--- config.mk ---
export PLATFORM = sky130hd
export DESIGN_NAME = bounded_ordered_list_engine
export DESIGN_NICKNAME = d
export VERILOG_FILES = /design/src/rtl/core/bole_pkg.sv /design/src/rtl/core/bole_mem.sv /design/src/rtl/core/bole_cmp.sv /design/src/rtl/core/bole_seq.sv /design/src/rtl/core/bounded_ordered_list_engine.sv
export SDC_FILE = /design/constraint.sdc
export NUM_CORES = 1
export LEC_CHECK = 0
export BUFFER_PORTS_ARGS = -buffer_cell sky130_fd_sc_hd__buf_2
export CORE_ASPECT_RATIO = 0.75
export CORE_MARGIN = 8
export CORE_UTILIZATION = 51
export CTS_CLUSTER_DIAMETER = 50
export CTS_CLUSTER_SIZE = 10
export DETAILED_ROUTE_END_ITERATION = 8
export MAX_ROUTING_LAYER = met4
export PLACE_DENSITY = 0.67
export SETUP_SLACK_MARGIN = 0.15
export SLEW_MARGIN = 20
export SYNTH_ARGS = -nofsm -noshare
export SYNTH_HDL_FRONTEND = slang
export SYNTH_SLANG_ARGS = --single-unit
--- constraint.sdc ---
create_clock -name aclk -period 7.2 [get_ports aclk]
set_input_delay 0.36 -clock aclk [delete_from_list [all_inputs] [get_ports aclk]]
set_output_delay 0.36 -clock aclk [all_outputs]
set_load 0.02 [all_outputs]
--- src/rtl/core/bole_pkg.sv ---
// Shared types and constants of the bounded ordered list engine.
// No dependencies; imported by every module of the block.
package bole_pkg;

    localparam int CAPACITY_DEF = 16;
    localparam int VALUE_W      = 32;
    localparam int REQ_W        = 3;
    localparam int STATUS_W     = 2;
    localparam int COUNT_W      = 5;
    localparam int S_TDATA_W    = 40;
    localparam int M_TDATA_W    = 8;

    typedef enum logic [REQ_W-1:0] {
        REQ_PUSH_FRONT = 3'd0,
        REQ_PUSH_BACK  = 3'd1,
        REQ_INSERT     = 3'd2,
        REQ_REMOVE     = 3'd3,
        REQ_SEARCH     = 3'd4
    } req_t;

    typedef enum logic [STATUS_W-1:0] {
        ST_DONE      = 2'd0,
        ST_NOT_FOUND = 2'd1,
        ST_FULL      = 2'd2
    } status_t;

    typedef enum logic [2:0] {
        S_IDLE,
        S_START,
        S_SC_RD,
        S_SC_CMP,
        S_SH_RD,
        S_SH_WR,
        S_PUT,
        S_DONE
    } seq_state_t;

    // Result of the shared comparator.
    typedef struct packed {
        logic eq;
        logic lt;
    } cmp_res_t;

endpackage

--- src/rtl/core/bole_mem.sv ---
// Entry store of the list: one write port and one read port with registered read data.
// Depends on bole_pkg.
module bole_mem
    import bole_pkg::*;
#(
    parameter int CAPACITY = CAPACITY_DEF,
    localparam int AW = (CAPACITY > 1) ? $clog2(CAPACITY) : 1
) (
    input  logic               aclk,
    input  logic               wr_en,
    input  logic [AW-1:0]      wr_addr,
    input  logic [VALUE_W-1:0] wr_data,
    input  logic [AW-1:0]      rd_addr,
    output logic [VALUE_W-1:0] rd_data
);

    logic [VALUE_W-1:0] mem [CAPACITY];
    logic [VALUE_W-1:0] rd_data_reg;

    always_ff @(posedge aclk) begin
        if (wr_en) begin
            mem[wr_addr] <= wr_data;
        end
        rd_data_reg <= mem[rd_addr];
    end

    assign rd_data = rd_data_reg;

endmodule

--- src/rtl/core/bole_cmp.sv ---
// Shared comparator: equality and signed less-than on two 32-bit values.
// Depends on bole_pkg.
module bole_cmp
    import bole_pkg::*;
(
    input  logic [VALUE_W-1:0] op_a,
    input  logic [VALUE_W-1:0] op_b,
    output cmp_res_t           res
);

    assign res.eq = (op_a == op_b);
    assign res.lt = ($signed(op_a) < $signed(op_b));

endmodule

--- src/rtl/core/bole_seq.sv ---
// Sequencer of the list engine: scans the store through the shared comparator,
// moves entries one at a time, and holds the result register. Depends on bole_pkg.
module bole_seq
    import bole_pkg::*;
#(
    parameter int CAPACITY = CAPACITY_DEF,
    localparam int AW = (CAPACITY > 1) ? $clog2(CAPACITY) : 1,
    localparam int CW = $clog2(CAPACITY + 1)
) (
    input  logic                aclk,
    input  logic                aresetn,
    input  logic                in_valid,
    output logic                in_ready,
    input  logic [REQ_W-1:0]    in_req,
    input  logic [VALUE_W-1:0]  in_value,
    output logic                out_valid,
    input  logic                out_ready,
    output logic [STATUS_W-1:0] out_status,
    output logic [COUNT_W-1:0]  out_count,
    output logic                mem_wr_en,
    output logic [AW-1:0]       mem_wr_addr,
    output logic [VALUE_W-1:0]  mem_wr_data,
    output logic [AW-1:0]       mem_rd_addr,
    input  logic [VALUE_W-1:0]  mem_rd_data,
    output logic [VALUE_W-1:0]  cmp_a,
    output logic [VALUE_W-1:0]  cmp_b,
    input  cmp_res_t            cmp_res
);

    seq_state_t          state_reg, state_next;
    req_t                req_reg, req_next;
    logic [VALUE_W-1:0]  val_reg, val_next;
    logic [CW-1:0]       occ_reg, occ_next;
    logic [CW-1:0]       idx_reg, idx_next;
    logic [CW-1:0]       pos_reg, pos_next;
    status_t             st_reg, st_next;
    logic                out_valid_reg, out_valid_next;
    status_t             out_status_reg, out_status_next;
    logic [COUNT_W-1:0]  out_count_reg, out_count_next;

    logic                is_ins;
    logic                hit;
    logic [CW-1:0]       idx_inc, idx_dec;
    logic [CW:0]         idx_inc2;
    logic [CW+COUNT_W-1:0] occ_ext;

    assign is_ins   = (req_reg == REQ_PUSH_FRONT) || (req_reg == REQ_PUSH_BACK) ||
                      (req_reg == REQ_INSERT);
    assign idx_inc  = idx_reg + 1'b1;
    assign idx_dec  = idx_reg - 1'b1;
    assign idx_inc2 = {1'b0, idx_reg} + (CW+1)'(2);
    assign occ_ext  = {{COUNT_W{1'b0}}, occ_reg};

    // Ordered insert tests value < head at position zero, then entry >= value further on.
    always_comb begin
        if (req_reg == REQ_INSERT && idx_reg == '0) begin
            cmp_a = val_reg;
            cmp_b = mem_rd_data;
        end else begin
            cmp_a = mem_rd_data;
            cmp_b = val_reg;
        end
        if (req_reg == REQ_INSERT) begin
            hit = (idx_reg == '0) ? cmp_res.lt : !cmp_res.lt;
        end else begin
            hit = cmp_res.eq;
        end
    end

    always_ff @(posedge aclk) begin
        if (!aresetn) begin
            state_reg     <= S_IDLE;
            occ_reg       <= '0;
            out_valid_reg <= 1'b0;
        end else begin
            state_reg     <= state_next;
            occ_reg       <= occ_next;
            out_valid_reg <= out_valid_next;
        end
    end

    always_ff @(posedge aclk) begin
        req_reg        <= req_next;
        val_reg        <= val_next;
        idx_reg        <= idx_next;
        pos_reg        <= pos_next;
        st_reg         <= st_next;
        out_status_reg <= out_status_next;
        out_count_reg  <= out_count_next;
    end

    always_comb begin
        state_next      = state_reg;
        req_next        = req_reg;
        val_next        = val_reg;
        occ_next        = occ_reg;
        idx_next        = idx_reg;
        pos_next        = pos_reg;
        st_next         = st_reg;
        out_valid_next  = out_valid_reg;
        out_status_next = out_status_reg;
        out_count_next  = out_count_reg;
        in_ready        = 1'b0;
        mem_wr_en       = 1'b0;
        mem_wr_addr     = idx_reg[AW-1:0];
        mem_wr_data     = mem_rd_data;
        mem_rd_addr     = idx_reg[AW-1:0];

        if (out_valid_reg && out_ready) begin
            out_valid_next = 1'b0;
        end

        case (state_reg)
            S_IDLE: begin
                in_ready = 1'b1;
                if (in_valid) begin
                    req_next   = req_t'(in_req);
                    val_next   = in_value;
                    st_next    = ST_DONE;
                    state_next = S_START;
                end
            end
            S_START: begin
                idx_next = '0;
                if (is_ins && occ_reg >= CW'(CAPACITY)) begin
                    st_next    = ST_FULL;
                    state_next = S_DONE;
                end else begin
                    case (req_reg)
                        REQ_PUSH_FRONT: begin
                            pos_next   = '0;
                            idx_next   = occ_reg;
                            state_next = (occ_reg == '0) ? S_PUT : S_SH_RD;
                        end
                        REQ_PUSH_BACK: begin
                            pos_next   = occ_reg;
                            state_next = S_PUT;
                        end
                        REQ_INSERT: begin
                            pos_next   = '0;
                            state_next = (occ_reg == '0) ? S_PUT : S_SC_RD;
                        end
                        REQ_REMOVE, REQ_SEARCH: begin
                            if (occ_reg == '0) begin
                                st_next    = ST_NOT_FOUND;
                                state_next = S_DONE;
                            end else begin
                                state_next = S_SC_RD;
                            end
                        end
                        default: begin
                            state_next = S_DONE;
                        end
                    endcase
                end
            end
            S_SC_RD: begin
                mem_rd_addr = idx_reg[AW-1:0];
                state_next  = S_SC_CMP;
            end
            S_SC_CMP: begin
                if (hit) begin
                    pos_next = idx_reg;
                    if (req_reg == REQ_INSERT) begin
                        idx_next   = occ_reg;
                        state_next = S_SH_RD;
                    end else if (req_reg == REQ_SEARCH) begin
                        state_next = S_DONE;
                    end else if (idx_inc < occ_reg) begin
                        state_next = S_SH_RD;
                    end else begin
                        occ_next   = occ_reg - 1'b1;
                        state_next = S_DONE;
                    end
                end else if (idx_inc < occ_reg) begin
                    idx_next   = idx_inc;
                    state_next = S_SC_RD;
                end else if (req_reg == REQ_INSERT) begin
                    pos_next   = occ_reg;
                    state_next = S_PUT;
                end else begin
                    st_next    = ST_NOT_FOUND;
                    state_next = S_DONE;
                end
            end
            S_SH_RD: begin
                mem_rd_addr = is_ins ? idx_dec[AW-1:0] : idx_inc[AW-1:0];
                state_next  = S_SH_WR;
            end
            S_SH_WR: begin
                mem_wr_en   = 1'b1;
                mem_wr_addr = idx_reg[AW-1:0];
                mem_wr_data = mem_rd_data;
                if (is_ins) begin
                    idx_next   = idx_dec;
                    state_next = (idx_dec == pos_reg) ? S_PUT : S_SH_RD;
                end else begin
                    idx_next = idx_inc;
                    if (idx_inc2 < {1'b0, occ_reg}) begin
                        state_next = S_SH_RD;
                    end else begin
                        occ_next   = occ_reg - 1'b1;
                        state_next = S_DONE;
                    end
                end
            end
            S_PUT: begin
                mem_wr_en   = 1'b1;
                mem_wr_addr = pos_reg[AW-1:0];
                mem_wr_data = val_reg;
                occ_next    = occ_reg + 1'b1;
                state_next  = S_DONE;
            end
            S_DONE: begin
                if (!out_valid_reg || out_ready) begin
                    out_valid_next  = 1'b1;
                    out_status_next = st_reg;
                    out_count_next  = occ_ext[COUNT_W-1:0];
                    state_next      = S_IDLE;
                end
            end
            default: begin
                state_next = S_IDLE;
            end
        endcase
    end

    assign out_valid  = out_valid_reg;
    assign out_status = out_status_reg;
    assign out_count  = out_count_reg;

endmodule

--- src/rtl/core/bounded_ordered_list_engine.sv ---
// Top level of the bounded ordered list engine: stream ports, sequencer, comparator, store.
// Depends on bole_pkg, bole_seq, bole_cmp and bole_mem.
//
// The engine keeps up to CAPACITY signed 32-bit values in a list and serves one
// request per input beat: push front, push back, ordered insert, remove of the
// first occurrence, or search. Every request gives exactly one result beat with
// a status (done or found, not found, list full) and the entry count after the
// request. A request is served by a small sequencer that walks the entry store
// one position at a time: each scanned entry takes a store read, then one pass
// through the shared comparator, and each entry that must move takes a read,
// then a write one place over; a new entry is written in a step of its own.
// A full list, the unused request codes and a lookup on an empty list go
// straight to the result, and push back writes its entry with no scan or move.
// The slowest case is an ordered insert that lands before an existing entry of
// a list holding CAPACITY - 1 entries. The store's single read port and single
// write port are why entries are read and moved one at a time. s_tready is high
// only while the sequencer is idle, so one request is in flight at a time, but a
// finished result waits in its own output register and the next request can be
// accepted while that result is not yet taken. That next request then waits in
// its result state until the output register is free again.
// No clearing pass follows reset: entries are only read below the count.
module bounded_ordered_list_engine
    import bole_pkg::*;
#(
    parameter int CAPACITY = CAPACITY_DEF
) (
    input  logic                 aclk,
    input  logic                 aresetn,
    input  logic                 s_tvalid,
    output logic                 s_tready,
    input  logic [S_TDATA_W-1:0] s_tdata,  // [2:0] req_type, [34:3] value, [39:35] zero
    output logic                 m_tvalid,
    input  logic                 m_tready,
    output logic [M_TDATA_W-1:0] m_tdata   // [1:0] status, [6:2] entry_count, [7] zero
);

    localparam int AW = (CAPACITY > 1) ? $clog2(CAPACITY) : 1;

    logic [REQ_W-1:0]    s_req_type;
    logic [VALUE_W-1:0]  s_value;
    logic [STATUS_W-1:0] m_status;
    logic [COUNT_W-1:0]  m_entry_count;

    logic                mem_wr_en;
    logic [AW-1:0]       mem_wr_addr;
    logic [VALUE_W-1:0]  mem_wr_data;
    logic [AW-1:0]       mem_rd_addr;
    logic [VALUE_W-1:0]  mem_rd_data;
    logic [VALUE_W-1:0]  cmp_a, cmp_b;
    cmp_res_t            cmp_res;

    // Unpack the request beat; the pad bits above the value are ignored.
    assign s_req_type = s_tdata[REQ_W-1:0];
    assign s_value    = s_tdata[REQ_W+VALUE_W-1:REQ_W];

    // Pack the result beat with a zero pad bit on top.
    assign m_tdata = {1'b0, m_entry_count, m_status};

    bole_seq #(
        .CAPACITY (CAPACITY)
    ) u_seq (
        .aclk        (aclk),
        .aresetn     (aresetn),
        .in_valid    (s_tvalid),
        .in_ready    (s_tready),
        .in_req      (s_req_type),
        .in_value    (s_value),
        .out_valid   (m_tvalid),
        .out_ready   (m_tready),
        .out_status  (m_status),
        .out_count   (m_entry_count),
        .mem_wr_en   (mem_wr_en),
        .mem_wr_addr (mem_wr_addr),
        .mem_wr_data (mem_wr_data),
        .mem_rd_addr (mem_rd_addr),
        .mem_rd_data (mem_rd_data),
        .cmp_a       (cmp_a),
        .cmp_b       (cmp_b),
        .cmp_res     (cmp_res)
    );

    // The single comparator serves ordered placement, removal and search.
    bole_cmp u_cmp (
        .op_a (cmp_a),
        .op_b (cmp_b),
        .res  (cmp_res)
    );

    bole_mem #(
        .CAPACITY (CAPACITY)
    ) u_mem (
        .aclk    (aclk),
        .wr_en   (mem_wr_en),
        .wr_addr (mem_wr_addr),
        .wr_data (mem_wr_data),
        .rd_addr (mem_rd_addr),
        .rd_data (mem_rd_data)
    );

endmodule

==> impl_metrics.csv, run 1 <==
group,metric,value,unit
critical_path,startpoint,"u_seq.idx_reg[0]",
synth,yosys.area_share.simple,5.583,%
critical_path,required,7.53,ns
synth,synthMuxAreaShare,12.43,%
critical_path,crit_type,"reg2reg",
timing,hold_viol_final,0,
detailed_routing,drc_errors,0,
synth,ys_top_cells_by_area,"edfxtp_1, mux4_2, dfxtp_1",
timing,setup-violations-final,0,
synth,syn_inst,1433,
placed_design,gp_congestion,0.8414,
critical_path,crit_path_start_kind,"flip-flop",
power,leakagePower,9.443,nW
status,outcome,"finished clean",
timing,relSlewSlack,29.29,%
timing,fin_crit,4.923,ns
critical_path,arrival,5.26,ns
critical_path,r2r-start,"u_seq.idx_reg[0]",
synth,synth_area,0.02497,mm²
power,seqPwrFrac,40.5,%
layout,seqCellArea,0.01782,mm²
power,ir_drop,0.3831,mV
layout,drive_gt1_share,21.99,%
critical_path,path_max_fanout,11,
floorplanning,core,0.04852,mm²
floorplanning,die_h,207.6,µm
clock_tree,numCtsBuffers,71,
power,power.internal,8.316,mW
synth,synth_async_sr_flop_share,0,%
detailed_routing,drt_wl_total,57240,µm
global_routing,grt_max_degree,129,
timing,drv_slew,0,
global_routing,grt_overflow,0,
synth,synth_edf_count,566,
synth,synth_compound_area_share,5.107,%
floorplanning,ios,54,
power,powerDensity,427.7,mW/mm²
synth,ys_seq_area_share,71.36,%
layout,multi_input_area,0.006874,mm²
critical_path,r2r_setup_slack,2.28,ns
layout,final_nets,1621,
floorplanning,die_w,271.5,µm
synth,synth-main-ff-cell,"edfxtp_1",
synth,synth-xor-area-share,1.614,%
synth,synth_warnings,0,
placed_design,hpwlAfterDp,28560,µm
detailed_routing,drtPass1Iterations,5,
timing,max_freq,203.1,MHz
global_routing,grt_pass1_wl,86260,µm
synth,synth_top_area_share,68.08,%
clock_tree,root_buffer,"clkbuf_16",
timing,clock_skew,0.01510,ns
clock_tree,clk_latency,0.59,ns
critical_path,worstReg2RegEnd,"u_seq.idx_reg[2]",
synth,synth_top_family_by_area,"multiplexers",
timing,setup_tns,0,ns
layout,area_growth,14.83,%
clock_tree,path_clk_slew,0.06,ns
synth,synth_nets,1495,
synth,ys_types,73,
global_routing,antenna_found_initial,0,
clock_tree,cts.htree.levels,3,
placed_design,dp.cells,2099,
critical_path,crit_path_end_kind,"flip-flop",
timing,min_period_over_period,68.38,%
timing,rsz0062_at_grt,"no",
layout,diodes,0,
power,switching_power,3.946,mW
floorplanning,start_util,51.45,%
power,p_comb_share,33.0,%
synth,synth_fa_ha_area_share,2.135,%
power,p_sw_share,32.18,%
layout,nFillCells,3577,
job,maxCapViolCount,0,
min_path,min_path_type,"in2reg",
power,clock_power_share,26.6,%
synth,ys_seq_elements,607,
detailed_routing,wl_per_cell,25.41,µm
critical_path,r2r_cells,12,
synth,synth_area_leader_cell,"edfxtp_1",
placed_design,io_buffers,47,
synth,syn_area_per_cell,17.42,µm²
detailed_routing,num_vias,13541,
detailed_routing,routed_via_density,6.010,
timing,fin_worst_hold_slack,0.08316,ns
critical_path,endpoint,"u_seq.idx_reg[2]",
layout,utilization,59.09,%
global_routing,grt_pass1_vias,13685,
detailed_routing,first_iter_violations,1251,
floorplanning,rows,70,
clock_tree,clock_path_buffers,3,
clock_tree,cts_sinks,607,
clock_tree,cts_tree,"built",
floorplanning,dieArea,0.05636,mm²
detailed_routing,postRouteAntennaNets,0,
layout,largest_reg_flops,512,
power,total_power,12.26,mW
global_routing,grt.total_usage,20.88,%
clock_tree,post_cts_buffers,0,
timing,worst_slew_pin_slew,1.056,ns
layout,stdcell_count,2253,
## worst min path at each step
| stage | start | end | slack [ns] | cells past startpoint |
|---|---|---|---|---|
| CTS | aresetn | u_seq.state_reg[0] | 0.04 | 3 |
| floorplan | u_seq.st_reg[0] | u_seq.out_status[0] | 0.40 | 0 |
| finish | aresetn | u_seq.state_reg[0] | 0.08 | 3 |
| global route | aresetn | u_seq.state_reg[0] | 0.08 | 3 |
| global placement | u_seq.st_reg[1] | u_seq.out_status[1] | 0.40 | 0 |
| detailed placement | u_seq.st_reg[0] | u_seq.out_status[0] | 0.41 | 0 |
## cells in the mapped netlist, types with 24 or more instances
cell type	number
mux4_2	128
and2_1	35
a21oi_1	24
clkbuf_1	46
o21ai_0	35
nor2_1	45
inv_1	43
nand2_1	118
dfxtp_1	41
a211oi_1	35
a31oi_1	39
edfxtp_1	566
## metal layers
metal / global-route usage, % / share of wire [%] / up-vias
li1: - / - / 5921
met1: 29.61 / 44 / 6965
met2: 30.98 / 46 / 567
met3: 4.374 / 7.8 / 88
met4: 5.226 / 2.0 / 0
met5: - / 0 / -
## cells in the final DEF, fill, tap and decap left out, types with 19 or more instances in the layout
cell type      instances
nor2_1                29
nor2b_1               19
dfxtp_1               41
nand2b_1              20
clkbuf_1              38
a21oi_1               23
maj3_1                21
xnor2_1               21
and2_1                34
o21ai_0               35
dlygate4sd3_1         35
mux4_2               128
buf_2                 47
inv_1                 43
buf_4                 38
clkbuf_16             73
nand2_1              118
xor2_1                23
a31oi_1               39
edfxtp_1             566
a211oi_1              35
## layout make-up
| cell class | count | area share [%] |
|---|---|---|
| inverter | 43 | 0.5630 |
| sequential | 607 | 62.15 |
| tap | 648 | 2.828 |
| multi-input combinational | 714 | 23.98 |
| timing repair buffer | 122 | 3.177 |
| clock buffer | 111 | 6.869 |
| clock inverter | 8 | 0.4408 |
## power by group through the flow
stage | Combinational, mW | Clock, mW | Sequential, mW
final | 4.04 | 3.26 | 4.96
after floorplan | 3.01 | 0 | 4.90
after global routing | 4.43 | 3.46 | 5.00
after global placement | 3.96 | 0 | 5.01
after CTS | 4.06 | 3.32 | 4.96
after detailed placement | 4.03 | 0 | 5.02
## repair_timing
action | in CTS | in global routing
gates resized for setup | 0 | 0
hold buffers | 35 | 0
endpoints found under the setup margin | 0 | 0
endpoints found under the hold margin | 35 | 0
## per-stage QoR
step                instance area, µm²  setup WS (ns)
floorplan                        24970          3.749
global placement                 26220          2.487
detailed placement               26220          2.383
CTS                              28670          2.349
global route                     28670          2.040
finish                           28670          2.277
## logic make-up after synthesis
family,after synthesis
other cells,1
xor+xnor,46
compound gates,188
fa+ha+maj,47
flops,607
mux,148
simple gates,284
buf+inv,112
## critical path, stage by stage, from the launching register on
cell and delay, ns:
edfxtp_1 0.56, inv_1 0.27, ha_1 0.18, nor4b_2 0.47, nand2_1 0.54, o311ai_0 0.27
o41ai_1 0.13, nor4_1 0.90, nor4_4 0.08, mux2i_1 0.41, or3_1 0.34, o21ai_0 0.17
a221o_1 0.34
No activity file was read; power rests on OpenSTA's default activity.
==> run 2, diff against run 1 <==
==> constraint.sdc (replaced) <==
create_clock -name aclk -period 5.15 [get_ports aclk]
set_input_delay 0.2575 -clock aclk [delete_from_list [all_inputs] [get_ports aclk]]
set_output_delay 0.2575 -clock aclk [all_outputs]
set_load 0.02 [all_outputs]
==> run 2 against run 1 <==
Wire length rose by 3.1%. Largest power group unchanged. Worst setup slack got worse by 1.6 ns. Die area did not move. Hold slack got worse by 0.042 ns. Count of clock-buffer cells in the layout rose by 10. Critical path depth rose by 2. Largest cell class unchanged. Core utilization rose by 0.68 points.
==> impl_metrics.csv, run 2 (same netlist as run 1, synthesis figures left out) <==
group,metric,value,unit
global_routing,grt.total_usage,21.69,%
status,outcome,"finished clean",
timing,fin_crit,4.516,ns
floorplanning,ios,54,
floorplanning,start_util,51.45,%
layout,drive_gt1_share,22.91,%
layout,final_nets,1644,
global_routing,antenna_found_initial,0,
placed_design,dpl_worst_slack,0.6811,ns
timing,relSlewSlack,21.68,%
detailed_routing,drc_errors,0,
detailed_routing,routed_via_density,5.953,
detailed_routing,num_vias,13602,
detailed_routing,drtPass1Iterations,6,
floorplanning,dieArea,0.05636,mm²
timing,setup_tns,0,ns
critical_path,crit_path_max_incr_delay,0.52,ns
timing,worst_slew_pin_slew,1.172,ns
floorplanning,rows,70,
detailed_routing,drt_wl_total,59020,µm
layout,layout_common_cells,"edfxtp_1, mux4_2, nand2_1",
global_routing,grt_pass1_wl,89580,µm
clock_tree,cts_sinks,607,
critical_path,crit_type,"reg2reg",
clock_tree,root_buffer,"clkbuf_16",
placed_design,hpwlAfterDp,32820,µm
critical_path,critPathMostFrequentCell,"buf_4",
job,maxCapViolCount,0,
layout,diodes,0,
timing,min_period_over_period,87.70,%
timing,setup-violations-final,0,
clock_tree,cts_tree,"built",
clock_tree,cts.htree.levels,3,
clock_tree,path_clk_slew,0.05,ns
detailed_routing,wl_per_cell,25.83,µm
critical_path,path_max_fanout,11,
critical_path,cp_slowest_cell,"nor4_1",
clock_tree,post_cts_buffers,0,
global_routing,grt_max_degree,48,
placed_design,gp_congestion,0.8720,
timing,hold_viol_final,0,
timing,max_freq,221.4,MHz
floorplanning,die_h,207.6,µm
global_routing,grt_overflow,0,
critical_path,crit_path_start_kind,"flip-flop",
clock_tree,clock_path_buffers,3,
timing,drv_slew,0,
detailed_routing,first_iter_violations,1521,
power,ir_drop,0.3306,mV
layout,area_growth,16.15,%
floorplanning,core,0.04852,mm²
critical_path,crit_path_end_kind,"flip-flop",
floorplanning,die_w,271.5,µm
global_routing,grt_pass1_vias,13950,
power,leakagePower,9.615,nW
placed_design,io_buffers,47,
critical_path,arrival,4.84,ns
critical_path,path_cells,"buf_4 > inv_1 > ha_1 > nor4b_2 > nand2_1 > o311ai_0 > o41ai_1 > nor4_1 > buf_4 > nor4_4 > mux2i_1 > or3_1 > o21ai_0 > a221o_1",
layout,largest_reg_flops,512,
timing,rsz0062_at_grt,"no",
detailed_routing,postRouteAntennaNets,0,
clock_tree,numCtsBuffers,71,
critical_path,required,5.48,ns
min_path,min_path_type,"in2reg",
timing,timing.final.ws_setup,0.6335,ns
power,powerDensity,605.0,mW/mm²
clock_tree,clk_latency,0.60,ns
layout,utilization,59.77,%
layout,final_common_cell,"edfxtp_1",
timing,clock_skew,0.02605,ns
==> run 2: layout make-up <==
| type | instances | area [µm²] |
|---|---|---|
| inverters | 43 | 161.4 |
| well taps | 648 | 810.8 |
| fillers | 3571 | 19520 |
| multi-input cells | 714 | 6885 |
| repair buffers | 145 | 1174 |
| flip-flops and latches | 607 | 17820 |
| clock inverters | 7 | 122.6 |
| clock buffers | 121 | 2028 |
==> run 2: where the power goes <==
part	total (mW)	internal, mW	switching [mW]
combinational	5.96	2.61	3.35
clock	4.67	2.74	1.93
sequential	6.91	6.52	0.393
total	17.5	11.9	5.67
==> run 2: layer usage <==
metal / global-route usage, % / vias up / wire length (µm)
li1: - / 5977 / -
met1: 31.04 / 7024 / 26280
met4: 4.951 / 0 / 1025
met3: 3.488 / 90 / 3943
met2: 32.88 / 511 / 27780
met5: - / - / 0
==> run 2: worst paths after layout <==
kind	end	cells after the start	slack [ns]	start
hold reg to reg	u_seq.out_status[1]	0	0.43	u_seq.st_reg[1]
setup reg to reg	u_seq.idx_reg[2]	14	0.63	u_seq.idx_reg[0]
setup / recovery	u_seq.idx_reg[2]	14	0.63	u_seq.idx_reg[0]
hold / removal	u_seq.out_valid	3	0.04	m_tready
==> run 2: timing repair <==
| action | 4_1_cts | 5_1_grt |
|---|---|---|
| endpoints found under the setup margin | 0 | 0 |
| hold buffers | 36 | 0 |
| gates resized for setup | 0 | 0 |
| hold endpoints to repair | 38 | 0 |
==> run 2: critical path, delay by kind of cell, from the launching register on <==
family,cells,cell delay [ns]
flip-flops,1,0.35
adder cells (fa/ha/maj),1,0.23
AO/OA/AOI/OAI,4,0.93
multiplexers,1,0.40
AND/OR/NAND/NOR,5,1.69
buffers and inverters,3,0.64
==> run 2: through the flow <==
step	instances	instance area (µm²)	hold slack [ns]	total power, mW
finish	2285	29000	0.04095	17.54
global route	2285	29000	0.06704	18.43
floorplan	1433	24970	0.3564	11.06
detailed placement	2121	26490	0.4083	12.95
CTS	2285	29000	0.02704	17.64
global placement	2121	26480	0.4033	12.83
